### config.mk
export PLATFORM = sky130hd
export DESIGN_NAME = elevator_car_dispatcher_core
export DESIGN_NICKNAME = d
export VERILOG_FILES = /design/src/rtl/core/elv_pkg.sv /design/src/rtl/core/elv_front.sv /design/src/rtl/core/elv_back.sv /design/src/rtl/core/elevator_car_dispatcher_core.sv
export SDC_FILE = /design/constraint.sdc
export NUM_CORES = 1
export LEC_CHECK = 0
export ABC_AREA = 1
export BUFFER_PORTS_ARGS = -buffer_cell sky130_fd_sc_hd__buf_2
export CELL_PAD_IN_SITES_DETAIL_PLACEMENT = 1
export CELL_PAD_IN_SITES_GLOBAL_PLACEMENT = 1
export CORE_MARGIN = 5
export CORE_UTILIZATION = 47
export CTS_BUF_LIST = sky130_fd_sc_hd__clkbuf_4 sky130_fd_sc_hd__clkbuf_8 sky130_fd_sc_hd__clkbuf_16
export CTS_CLUSTER_DIAMETER = 60
export DETAILED_ROUTE_END_ITERATION = 8
export GPL_ROUTABILITY_DRIVEN = 1
export HOLD_SLACK_MARGIN = 0.06
export PLACE_DENSITY_LB_ADDON = 0.1
export SETUP_SLACK_MARGIN = 0.1
export SLEW_MARGIN = 20
export SYNTH_ARGS = -nofsm -noshare
export SYNTH_HDL_FRONTEND = slang
export SYNTH_SLANG_ARGS = --single-unit
### constraint.sdc
create_clock -name clk -period 14.2 [get_ports clk]
set_input_delay 1.42 -clock clk [delete_from_list [all_inputs] [get_ports clk]]
set_output_delay 1.42 -clock clk [all_outputs]
set_load 0.02 [all_outputs]
### src/rtl/core/elv_pkg.sv
// ----------------------------------------------------------------------------
// elv_pkg
// Shared types, codes and scan helpers for the elevator car dispatcher.
// ----------------------------------------------------------------------------
package elv_pkg;

  localparam int FLOORS    = 16;
  localparam int FLOOR_W   = 4;
  localparam int ACT_W     = 3;
  localparam int CMD_W     = 3;
  localparam int CFG_DW    = 32;
  localparam int CFG_AW    = 3;
  localparam int EVQ_DEPTH = 4;
  localparam int EVQ_AW    = 2;

  localparam logic [15:0] DOOR_HOLD_RST = 16'd5000;
  localparam logic [15:0] UP_STOP_RST   = 16'd120;

  // event codes
  localparam logic [ACT_W-1:0] ACT_TICK       = 3'd0;
  localparam logic [ACT_W-1:0] ACT_REPORT     = 3'd1;
  localparam logic [ACT_W-1:0] ACT_DOOR_OPEN  = 3'd2;
  localparam logic [ACT_W-1:0] ACT_DOOR_CLOSE = 3'd3;
  localparam logic [ACT_W-1:0] ACT_CAB        = 3'd4;
  localparam logic [ACT_W-1:0] ACT_HALL_UP    = 3'd5;
  localparam logic [ACT_W-1:0] ACT_HALL_DN    = 3'd6;
  localparam logic [ACT_W-1:0] ACT_SPARE      = 3'd7;

  // car commands
  localparam logic [CMD_W-1:0] CMD_RESET = 3'd0;
  localparam logic [CMD_W-1:0] CMD_CLOSE = 3'd1;
  localparam logic [CMD_W-1:0] CMD_UP    = 3'd2;
  localparam logic [CMD_W-1:0] CMD_DOWN  = 3'd3;
  localparam logic [CMD_W-1:0] CMD_STOP  = 3'd4;
  localparam logic [CMD_W-1:0] CMD_OPEN  = 3'd5;
  localparam logic [CMD_W-1:0] CMD_LON   = 3'd6;
  localparam logic [CMD_W-1:0] CMD_LOFF  = 3'd7;

  // classified event, front to back
  typedef struct packed {
    logic               tick;
    logic               report;
    logic               door_open;
    logic               door_close;
    logic               cab;
    logic               hall_up;
    logic               hall_dn;
    logic [FLOOR_W-1:0] floor;
  } evt_t;

  typedef struct packed {
    logic [15:0] door_hold;
    logic [15:0] up_stop_delay;
  } cfg_t;

  typedef struct packed {
    logic [CMD_W-1:0]   cmd;
    logic [FLOOR_W-1:0] light;
  } res_t;

  typedef struct packed {
    logic               found;
    logic [FLOOR_W-1:0] idx;
  } scan_t;

  // lowest set floor at or above c
  function automatic scan_t scan_up(logic [FLOORS-1:0] set, logic [FLOOR_W-1:0] c);
    scan_t r;
    r = '0;
    for (int i = FLOORS - 1; i >= 0; i--) begin
      if (set[i] && (i >= int'(c))) begin
        r.found = 1'b1;
        r.idx   = FLOOR_W'(i);
      end
    end
    return r;
  endfunction

  // highest set floor at or below c
  function automatic scan_t scan_down(logic [FLOORS-1:0] set, logic [FLOOR_W-1:0] c);
    scan_t r;
    r = '0;
    for (int i = 0; i < FLOORS; i++) begin
      if (set[i] && (i <= int'(c))) begin
        r.found = 1'b1;
        r.idx   = FLOOR_W'(i);
      end
    end
    return r;
  endfunction

endpackage

### src/rtl/core/elv_front.sv
// ----------------------------------------------------------------------------
// elv_front
// Accepts events, classifies them and queues them for the back end.
// ----------------------------------------------------------------------------
module elv_front import elv_pkg::*; (
  input  logic               clk,
  input  logic               rst_n,
  input  logic               push,
  output logic               full,
  input  logic [ACT_W-1:0]   in_action,
  input  logic [FLOOR_W-1:0] in_floor_number,
  output evt_t               evt,
  output logic               evt_valid,
  input  logic               evt_take
);

  evt_t              q_r [EVQ_DEPTH];
  logic [EVQ_AW-1:0] wr_ptr_r, wr_ptr_nxt;
  logic [EVQ_AW-1:0] rd_ptr_r, rd_ptr_nxt;
  logic [EVQ_AW:0]   cnt_r, cnt_nxt;
  logic              push_ok;
  logic              fl_ok;
  evt_t              cls;

  // floors past the top are dropped here
  assign fl_ok = ({1'b0, in_floor_number} < (FLOOR_W + 1)'(FLOORS));

  always_comb begin
    cls       = '0;
    cls.floor = in_floor_number;
    case (in_action)
      ACT_TICK, ACT_SPARE: cls.tick       = 1'b1;
      ACT_REPORT:          cls.report     = fl_ok;
      ACT_DOOR_OPEN:       cls.door_open  = 1'b1;
      ACT_DOOR_CLOSE:      cls.door_close = 1'b1;
      ACT_CAB:             cls.cab        = fl_ok;
      ACT_HALL_UP:         cls.hall_up    = fl_ok;
      ACT_HALL_DN:         cls.hall_dn    = fl_ok;
      default:             cls.tick       = 1'b1;
    endcase
  end

  assign full      = (cnt_r == (EVQ_AW + 1)'(EVQ_DEPTH));
  assign push_ok   = push & ~full;
  assign evt_valid = (cnt_r != '0);
  assign evt       = q_r[rd_ptr_r];

  assign wr_ptr_nxt = push_ok ? wr_ptr_r + 1'b1 : wr_ptr_r;
  assign rd_ptr_nxt = evt_take ? rd_ptr_r + 1'b1 : rd_ptr_r;

  always_comb begin
    cnt_nxt = cnt_r;
    if (push_ok && !evt_take) begin
      cnt_nxt = cnt_r + 1'b1;
    end else if (!push_ok && evt_take) begin
      cnt_nxt = cnt_r - 1'b1;
    end
  end

  always_ff @(posedge clk) begin
    if (push_ok) begin
      q_r[wr_ptr_r] <= cls;
    end
  end

  always_ff @(posedge clk) begin
    if (!rst_n) begin
      wr_ptr_r <= '0;
      rd_ptr_r <= '0;
      cnt_r    <= '0;
    end else begin
      wr_ptr_r <= wr_ptr_nxt;
      rd_ptr_r <= rd_ptr_nxt;
      cnt_r    <= cnt_nxt;
    end
  end

endmodule

### src/rtl/core/elv_back.sv
// ----------------------------------------------------------------------------
// elv_back
// Car control state machine; turns one event into up to three commands.
// ----------------------------------------------------------------------------
module elv_back import elv_pkg::*; (
  input  logic               clk,
  input  logic               rst_n,
  input  evt_t               evt,
  input  logic               evt_valid,
  output logic               evt_take,
  input  cfg_t               cfg,
  output logic               empty,
  input  logic               pop,
  output logic [CMD_W-1:0]   out_command,
  output logic [FLOOR_W-1:0] out_light_floor,
  output logic               out_last_of_run
);

  localparam logic [2:0] M_START    = 3'd0;
  localparam logic [2:0] M_IDLE     = 3'd1;
  localparam logic [2:0] M_CLOSE_UP = 3'd2;
  localparam logic [2:0] M_CLOSE_DN = 3'd3;
  localparam logic [2:0] M_UP       = 3'd4;
  localparam logic [2:0] M_ARRIVE   = 3'd5;
  localparam logic [2:0] M_DOWN     = 3'd6;
  localparam logic [2:0] M_WAIT     = 3'd7;

  localparam logic [1:0] DIR_NONE = 2'd0;
  localparam logic [1:0] DIR_UP   = 2'd1;
  localparam logic [1:0] DIR_DOWN = 2'd2;

  typedef struct packed {
    res_t [2:0] e;
    logic [1:0] n;
  } rbuf_t;

  // append a command; extra ones past three are dropped
  function automatic rbuf_t emit(rbuf_t b, logic [CMD_W-1:0] c, logic [FLOOR_W-1:0] f);
    if (b.n != 2'd3) begin
      b.e[b.n].cmd   = c;
      b.e[b.n].light = f;
      b.n            = b.n + 2'd1;
    end
    return b;
  endfunction

  logic [2:0]         mode_r, mode_nxt;
  logic [FLOOR_W-1:0] cur_r, cur_nxt;
  logic [FLOOR_W-1:0] tgt_r, tgt_nxt;
  logic [1:0]         dir_r, dir_nxt;
  logic [FLOORS-1:0]  upr_r, upr_nxt;
  logic [FLOORS-1:0]  dnr_r, dnr_nxt;
  logic               closed_r, closed_nxt;
  logic [15:0]        delay_r, delay_nxt;
  res_t [3:0]         res_r;
  logic [1:0]         res_cnt_r, res_idx_r;

  rbuf_t              bb;
  scan_t              lo, hi, mv, ws;
  logic signed [5:0]  d_hi, d_lo;
  logic [15:0]        dec;
  logic               do_arrive, do_hold, do_depart, dep_up;
  logic               pop_ok, last;

  always_comb begin
    mode_nxt   = mode_r;
    cur_nxt    = cur_r;
    tgt_nxt    = tgt_r;
    dir_nxt    = dir_r;
    upr_nxt    = upr_r;
    dnr_nxt    = dnr_r;
    closed_nxt = closed_r;
    delay_nxt  = delay_r;
    bb         = '0;
    do_arrive  = 1'b0;
    do_hold    = 1'b0;
    do_depart  = 1'b0;
    dep_up     = 1'b0;
    mv         = '0;
    ws         = '0;

    // event side effects
    if (evt.report) begin
      cur_nxt = evt.floor;
    end
    if (evt.door_open) begin
      closed_nxt = 1'b0;
    end
    if (evt.door_close) begin
      closed_nxt = 1'b1;
    end
    if (evt.cab && (evt.floor != cur_r)) begin
      if (evt.floor > cur_r) begin
        upr_nxt[evt.floor] = 1'b1;
      end else begin
        dnr_nxt[evt.floor] = 1'b1;
      end
      bb = emit(bb, CMD_LON, evt.floor);
    end
    if (evt.hall_up) begin
      upr_nxt[evt.floor] = 1'b1;
    end
    if (evt.hall_dn) begin
      dnr_nxt[evt.floor] = 1'b1;
    end

    lo   = scan_up(upr_nxt, '0);
    hi   = scan_down(dnr_nxt, FLOOR_W'(FLOORS - 1));
    d_hi = $signed({2'b00, cur_nxt}) - $signed({2'b00, hi.idx});
    d_lo = $signed({2'b00, lo.idx}) - $signed({2'b00, cur_nxt});
    dec  = (delay_r != '0) ? delay_r - 16'd1 : delay_r;

    case (mode_r)
      M_START: begin
        bb       = emit(bb, CMD_RESET, '0);
        mode_nxt = M_IDLE;
      end
      M_IDLE: begin
        if (lo.found && hi.found) begin
          if (d_hi < d_lo) begin
            mv      = hi;
            dir_nxt = DIR_DOWN;
          end else begin
            mv      = lo;
            dir_nxt = DIR_UP;
          end
        end else if (hi.found) begin
          mv      = hi;
          dir_nxt = DIR_DOWN;
        end else if (lo.found) begin
          mv      = lo;
          dir_nxt = DIR_UP;
        end
        tgt_nxt = mv.found ? mv.idx : '0;
        if (mv.found) begin
          if (mv.idx > cur_nxt) begin
            do_depart = 1'b1;
            dep_up    = 1'b1;
          end else if (mv.idx < cur_nxt) begin
            do_depart = 1'b1;
          end else begin
            bb      = emit(bb, CMD_OPEN, '0);
            do_hold = 1'b1;
          end
        end
      end
      M_CLOSE_UP, M_CLOSE_DN: begin
        if (closed_nxt) begin
          bb       = emit(bb, (mode_r == M_CLOSE_UP) ? CMD_UP : CMD_DOWN, '0);
          mode_nxt = (mode_r == M_CLOSE_UP) ? M_UP : M_DOWN;
        end
      end
      M_UP, M_DOWN: begin
        case (dir_r)
          DIR_UP:   mv = (mode_r == M_UP) ? scan_up(upr_nxt, cur_nxt)
                                          : scan_down(upr_nxt, cur_nxt);
          DIR_DOWN: mv = (mode_r == M_UP) ? scan_up(dnr_nxt, cur_nxt)
                                          : scan_down(dnr_nxt, cur_nxt);
          default:  mv = '0;
        endcase
        tgt_nxt = mv.found ? mv.idx : '0;
        if (!mv.found) begin
          mode_nxt = M_IDLE;
        end else if (mv.idx == cur_nxt) begin
          if ((mode_r == M_DOWN) || (cfg.up_stop_delay == '0)) begin
            do_arrive = 1'b1;
          end else begin
            delay_nxt = cfg.up_stop_delay;
            mode_nxt  = M_ARRIVE;
          end
        end
      end
      M_ARRIVE: begin
        if (evt.tick) begin
          delay_nxt = dec;
          if (dec == '0) begin
            do_arrive = 1'b1;
          end
        end
      end
      M_WAIT: begin
        if (evt.tick) begin
          delay_nxt = dec;
          if (dec == '0) begin
            case (dir_r)
              DIR_UP:   ws = scan_up(upr_nxt, cur_nxt);
              DIR_DOWN: ws = scan_down(dnr_nxt, cur_nxt);
              default:  ws = '0;
            endcase
            tgt_nxt = ws.found ? ws.idx : '0;
            if (ws.found && (ws.idx > cur_nxt)) begin
              do_depart = 1'b1;
              dep_up    = 1'b1;
            end else if (ws.found && (ws.idx < cur_nxt)) begin
              do_depart = 1'b1;
            end else begin
              mode_nxt = M_IDLE;
            end
          end
        end
      end
      default: mode_nxt = M_IDLE;
    endcase

    if (do_arrive) begin
      bb      = emit(bb, CMD_STOP, '0);
      bb      = emit(bb, CMD_LOFF, tgt_nxt);
      bb      = emit(bb, CMD_OPEN, '0);
      do_hold = 1'b1;
    end
    if (do_hold) begin
      upr_nxt[tgt_nxt] = 1'b0;
      dnr_nxt[tgt_nxt] = 1'b0;
      delay_nxt        = cfg.door_hold;
      mode_nxt         = M_WAIT;
    end
    if (do_depart) begin
      bb = emit(bb, CMD_CLOSE, '0);
      if (closed_nxt) begin
        bb       = emit(bb, dep_up ? CMD_UP : CMD_DOWN, '0);
        mode_nxt = dep_up ? M_UP : M_DOWN;
      end else begin
        mode_nxt = dep_up ? M_CLOSE_UP : M_CLOSE_DN;
      end
    end
  end

  // result buffer: drained one per pop; next event enters on the last pop or when empty
  assign empty    = (res_idx_r == res_cnt_r);
  assign pop_ok   = pop & ~empty;
  assign last     = (({1'b0, res_idx_r} + 3'd1) == {1'b0, res_cnt_r});
  assign evt_take = evt_valid & (empty | (pop_ok & last));

  assign out_command     = res_r[res_idx_r].cmd;
  assign out_light_floor = res_r[res_idx_r].light;
  assign out_last_of_run = last;

  always_ff @(posedge clk) begin
    if (evt_take) begin
      res_r <= {res_t'('0), bb.e};
    end
  end

  always_ff @(posedge clk) begin
    if (!rst_n) begin
      mode_r    <= M_START;
      cur_r     <= '0;
      tgt_r     <= '0;
      dir_r     <= DIR_NONE;
      upr_r     <= '0;
      dnr_r     <= '0;
      closed_r  <= 1'b1;
      delay_r   <= '0;
      res_cnt_r <= '0;
      res_idx_r <= '0;
    end else if (evt_take) begin
      mode_r    <= mode_nxt;
      cur_r     <= cur_nxt;
      tgt_r     <= tgt_nxt;
      dir_r     <= dir_nxt;
      upr_r     <= upr_nxt;
      dnr_r     <= dnr_nxt;
      closed_r  <= closed_nxt;
      delay_r   <= delay_nxt;
      res_cnt_r <= bb.n;
      res_idx_r <= '0;
    end else if (pop_ok) begin
      res_idx_r <= res_idx_r + 2'd1;
    end
  end

endmodule

### src/rtl/core/elevator_car_dispatcher_core.sv
// ----------------------------------------------------------------------------
// elevator_car_dispatcher_core
// Collective-control dispatcher for one elevator car, event in, commands out.
// ----------------------------------------------------------------------------
// Usage:
//   Events enter on push/full with in_action and in_floor_number; a
//   transaction completes on an edge with push high and full low. Commands
//   leave on empty/pop: the oldest command sits on out_command,
//   out_light_floor and out_last_of_run while empty is low, and a pop
//   transaction moves to the next one. out_last_of_run marks the final
//   command of an event; events that cause no command produce nothing.
//   With the command buffer free, the commands of an event are loaded at
//   the edge after its push transaction.
//   Throughput: the control state machine takes one event per cycle when it
//   yields at most one command and pop stays high; else the next event waits
//   for the last pop, a limit set by the single read port of the command
//   buffer, which holds up to three commands.
//   A four-entry event queue keeps push open while commands wait, so a
//   stalled receiver only backs up the queue; full rises when it fills.
//   Registers (APB, 32-bit): 0x0 door hold ticks, 0x4 up stop delay ticks.
//   Write them only while the block is quiet. pready is tied high.
//   Reset (rst_n low, synchronous) empties both queues, restores register
//   defaults and puts the car in start mode; the first event emits reset.
// ----------------------------------------------------------------------------
module elevator_car_dispatcher_core import elv_pkg::*; (
  input  logic               clk,
  input  logic               rst_n,
  // event channel
  input  logic               push,
  output logic               full,
  input  logic [ACT_W-1:0]   in_action,
  input  logic [FLOOR_W-1:0] in_floor_number,
  // command channel
  output logic               empty,
  input  logic               pop,
  output logic [CMD_W-1:0]   out_command,
  output logic [FLOOR_W-1:0] out_light_floor,
  output logic               out_last_of_run,
  // configuration
  input  logic               psel,
  input  logic               penable,
  input  logic               pwrite,
  input  logic [CFG_AW-1:0]  paddr,
  input  logic [CFG_DW-1:0]  pwdata,
  output logic [CFG_DW-1:0]  prdata,
  output logic               pready
);

  localparam logic REG_DOOR_HOLD = 1'b0;
  localparam logic REG_UP_STOP   = 1'b1;

  cfg_t cfg_r, cfg_nxt;
  evt_t evt;
  logic evt_valid;
  logic evt_take;
  logic cfg_wr;
  logic reg_sel;

  // ---- register file ----
  // Register index is the word address; the low byte-address bits are ignored.
  assign pready  = 1'b1;
  assign reg_sel = paddr[CFG_AW-1];
  assign cfg_wr  = psel & penable & pwrite & pready;

  always_comb begin
    cfg_nxt = cfg_r;
    if (cfg_wr) begin
      case (reg_sel)
        REG_DOOR_HOLD: cfg_nxt.door_hold     = pwdata[15:0];
        REG_UP_STOP:   cfg_nxt.up_stop_delay = pwdata[15:0];
        default:       cfg_nxt               = cfg_r;
      endcase
    end
  end

  always_comb begin
    case (reg_sel)
      REG_DOOR_HOLD: prdata = {16'd0, cfg_r.door_hold};
      REG_UP_STOP:   prdata = {16'd0, cfg_r.up_stop_delay};
      default:       prdata = '0;
    endcase
  end

  always_ff @(posedge clk) begin
    if (!rst_n) begin
      cfg_r.door_hold     <= DOOR_HOLD_RST;
      cfg_r.up_stop_delay <= UP_STOP_RST;
    end else begin
      cfg_r <= cfg_nxt;
    end
  end

  // ---- front: accept, classify, queue ----
  elv_front u_front (
    .clk             (clk),
    .rst_n           (rst_n),
    .push            (push),
    .full            (full),
    .in_action       (in_action),
    .in_floor_number (in_floor_number),
    .evt             (evt),
    .evt_valid       (evt_valid),
    .evt_take        (evt_take)
  );

  // ---- back: car control and command buffer ----
  elv_back u_back (
    .clk             (clk),
    .rst_n           (rst_n),
    .evt             (evt),
    .evt_valid       (evt_valid),
    .evt_take        (evt_take),
    .cfg             (cfg_r),
    .empty           (empty),
    .pop             (pop),
    .out_command     (out_command),
    .out_light_floor (out_light_floor),
    .out_last_of_run (out_last_of_run)
  );

  // ---- assertions ----
  // a command that is not the last of its event is always followed by more
  a_run_continues: assert property (@(posedge clk) disable iff (!rst_n)
    (pop && !empty && !out_last_of_run) |=> !empty)
    else $error("command run ended without last_of_run");

  // light floor is only carried by light commands
  a_light_zero: assert property (@(posedge clk) disable iff (!rst_n)
    (!empty && (out_command != CMD_LON) && (out_command != CMD_LOFF))
      |-> (out_light_floor == '0))
    else $error("light floor set on a non-light command");

  // door hold register write lands and reads back
  a_cfg_write: assert property (@(posedge clk) disable iff (!rst_n)
    (cfg_wr && (reg_sel == REG_DOOR_HOLD))
      |=> (prdata[15:0] == $past(pwdata[15:0])) || (reg_sel != REG_DOOR_HOLD))
    else $error("door hold register write lost");

  // an event leaves the queue only when the command buffer can take it
  a_take_gate: assert property (@(posedge clk) disable iff (!rst_n)
    (evt_take && !empty) |-> (pop && out_last_of_run))
    else $error("event taken over pending commands");

endmodule

==> qor.csv <==
stage,metric,value,unit
flow_run,max_cap_viol_count,0,
placed_design,post_place_instance_area,12200,um^2
worst_setup_path,gate_family_responsible_for_the_most_delay_along_the_worst_path,compound AO/OA/AOI/OAI gates,
worst_setup_path,timing.critical_path.slowest_stage_cell,sky130_fd_sc_hd__dfxtp_1,
clocking,clkSlewWorstSetupHoldPaths,90,ps
cells_and_area,fin_nets,1941,
yosys,synth_edf_count,65,
drt,first_iter_violations,737,
timing,period_share,0.702,
timing,totalNegativeSetupSlack,0,ps
yosys,synth-seq-cells,172,
drt,dr_total_vias,11900,
yosys,ys.flop_type,sky130_fd_sc_hd__dfxtp_1,
worst_setup_path,path_buf_inv,10,
worst_hold_path,min_path_type,flop to flop,
cells_and_area,final_core_util,0.515,
placed_design,place_congestion,0.910,
grt,grt_overflow_total,0,
yosys,synth-seq-area-share,0.346,
drt,via_per_inst,5.42,
grt,largest_net_degree_at_the_start_of_global_routing,58,
placed_design,place.port_buffers,56,
yosys,yosysTopAreaCellShare,0.181,
timing,finalMaxSlewViolations,0,
clocking,clock_latency_on_the_worst_skew_pair,460,ps
worst_setup_path,critical-path-max-stage-delay,870,ps
yosys,yosys.cell_types.count,55,
worst_setup_path,path_common_cell,sky130_fd_sc_hd__nand2_1,
grt,grt_pass1_vias,12300,
worst_setup_path,setup.worst_path.end_class,flop,
floorplan,core.rowCount,58,
yosys,synth-async-reset-ratio,0,
drt,route.final.wire_length,39300,um
worst_setup_path,maximum_fanout_encountered_on_the_critical_timing_path,24,
worst_setup_path,r2r.worst_path.cells,51,
clocking,numClockSinks,172,
grt,grt_first_pass_wirelength,63900,um
timing,final-hold-violation-count,0,
clocking,h-tree-depth,4,
yosys,synth_cells,1817,
cells_and_area,areaGrowthSynthToFinish,8.83,%
clocking,cts-root-to-sink-buffers,2,
grt,global_route.usage.total,0.277,
worst_hold_path,launch_point_of_the_worst_hold_path,u_front.rd_ptr_r[1],
timing,worst_pin_slew,1040,ps
floorplan,core_area,25000,um^2
timing,setup_viol,0,
worst_setup_path,timing.reg2reg.setup_slack,4230,ps
clocking,tritoncts,yes,
timing,timing.clock.skew,26.9,ps
floorplan,floorplan.initialDensity,0.474,
worst_setup_path,setup.worst_path.start_class,flop,
clocking,post-cts-setup-buffer-count,0,
drt,drc,0,
placed_design,dp_hpwl,30000,um
clocking,cts_resized,0,
yosys,synth_warnings,0,
clocking,cts-buffers-inserted,17,
yosys,synthDominantAreaCellType,sky130_fd_sc_hd__dfxtp_1,
drt,wl_per_cell,17.9,um
floorplan,die_h,169,um
drt,drt_pass1_iterations,5,
worst_setup_path,worst_ep_required_time,14420,ps
drt,drt.antenna.violating_nets,0,
cells_and_area,post_route_cells_drive_above_1_share,0.0758,
floorplan,fp.dieArea,28400,um^2
yosys,ys_top_cells_by_area,"sky130_fd_sc_hd__dfxtp_1 18%, sky130_fd_sc_hd__nand2_1 17%, sky130_fd_sc_hd__edfxtp_1 17%",
timing,rsz0062_at_grt,false,
timing,layout_min_cycle_time,9970,ps
worst_setup_path,path_class,flop to flop,
yosys,syn-cell-area,11800,um^2
outcome,run_status,completed,
worst_setup_path,crit_arrival,10190,ps
timing,fin_worst_hold_slack,468,ps
timing,max-slew-margin-rel,0.306,
timing,clock.fmax,100,MHz
worst_setup_path,timing.critical_path.depth,51,
grt,antenna_found_initial,1,
cells_and_area,postLayoutCellArea,12900,um^2
floorplan,chipWidth,169,um
worst_hold_path,hold-path-endpoint,u_front.rd_ptr_r[1],
clocking,clk_root_buffer_cell,sky130_fd_sc_hd__clkbuf_16,
clocking,holdBufCountCts,0,
floorplan,num_io_pins,92,
worst_hold_path,holdPathStages,2,
worst_setup_path,critical_path.reg2reg.endpoint,u_back.res_r[1],
yosys,synth_area_per_cell,6.51,um^2
how the worst max path moves through the flow:
stage                     startpoint              end
final                           flop  u_back.res_r[1]
after global routing            flop  u_back.res_r[1]
after CTS                       flop  u_back.res_r[1]
after detailed placement        flop  u_back.res_r[1]
after global placement          flop  u_back.res_r[1]
after floorplan                 flop  u_back.res_r[0]
flip-flops by register name, indices dropped and copies added (netlist names), named ones only:
register and count:
u_front.q_r 44, cfg_r 32, u_back.res_r 21, u_back.delay_r 16, u_back.dnr_r 16, u_back.upr_r 16, u_back.cur_r 4, u_back.tgt_r 4
u_back.mode_r 3, u_front.cnt_r 3, u_back.dir_r 2, u_back.res_cnt_r 2, u_back.res_idx_r 2, u_front.rd_ptr_r 2, u_front.wr_ptr_r 2, u_back.closed_r 1
cell usage after synthesis (12+ instances only):
cell                       number
sky130_fd_sc_hd__a21oi_1       70
sky130_fd_sc_hd__buf_4         27
sky130_fd_sc_hd__clkbuf_1      23
sky130_fd_sc_hd__dfxtp_1      107
sky130_fd_sc_hd__edfxtp_1      65
sky130_fd_sc_hd__ha_1          41
sky130_fd_sc_hd__inv_1        257
sky130_fd_sc_hd__nand2_1      550
sky130_fd_sc_hd__nand3_1      109
sky130_fd_sc_hd__nand4_1       14
sky130_fd_sc_hd__nor2_1       234
sky130_fd_sc_hd__nor3_1        15
sky130_fd_sc_hd__o21ai_0      145
sky130_fd_sc_hd__o31ai_1       12
sky130_fd_sc_hd__xor2_1        13
layer usage:
layer | vias to the layer above | track usage | share of wire
li1 | 5842 | - | -
met1 | 5672 | 0.356 | 0.44
met2 | 287 | 0.483 | 0.48
met3 | 73 | 0.0341 | 0.045
met4 | 0 | 0.0970 | 0.029
met5 | - | 0 | 0
cell families (layout without fill, tap and decap cells):
family / after synthesis / in the layout / synth area share
xor+xnor: 15 / 15 / 0.0111
flops: 172 / 172 / 0.346
compound gates: 288 / 288 / 0.137
simple gates: 962 / 962 / 0.337
fa+ha+maj: 44 / 44 / 0.0485
buf+inv: 334 / 363 / 0.120
other cells: 2 / 18 / 0.000635
metrics by stage:
| stage | instances | worst slack, ps |
|---|---|---|
| 2_1_floorplan | 1832 | 6920 |
| 3_3_place_gp | 2159 | 4620 |
| 3_5_place_dp | 2159 | 4280 |
| 4_1_cts | 2191 | 4250 |
| 5_1_grt | 2192 | 3200 |
| 6_report | 2192 | 4230 |
layout make-up:
class | count | area, um^2
tap | 330 | 413
multi-input combinational | 1326 | 6390
clock buffer | 17 | 425
sequential | 172 | 4090
antenna | 1 | 2.50
fill | 3467 | 12100
inverter | 271 | 1020
timing repair buffer | 60 | 310
clock inverter | 15 | 214
tightest hold or removal path, stage by stage (launching register included):
cell and delay (ps):
sky130_fd_sc_hd__dfxtp_1 300, sky130_fd_sc_hd__inv_1 50, sky130_fd_sc_hd__a21oi_1 60
placed cells by master, fill, tap and decap left out, drive strengths merged, types with 11 or more instances in the layout:
master and n:
edfxtp 65, xor2 13, a21oi 72, o22ai 11, nor3 15, ha 41, o31ai 12, clkbuf 17
nor2 242, nand2 565, nand4 15, inv 275, buf 60, nand3 110, conb 17, o21ai 159
clkinv 11, dfxtp 107
Power is not shown: default switching activity piles up to over one toggle a cycle in this logic, so the estimate is an artifact.
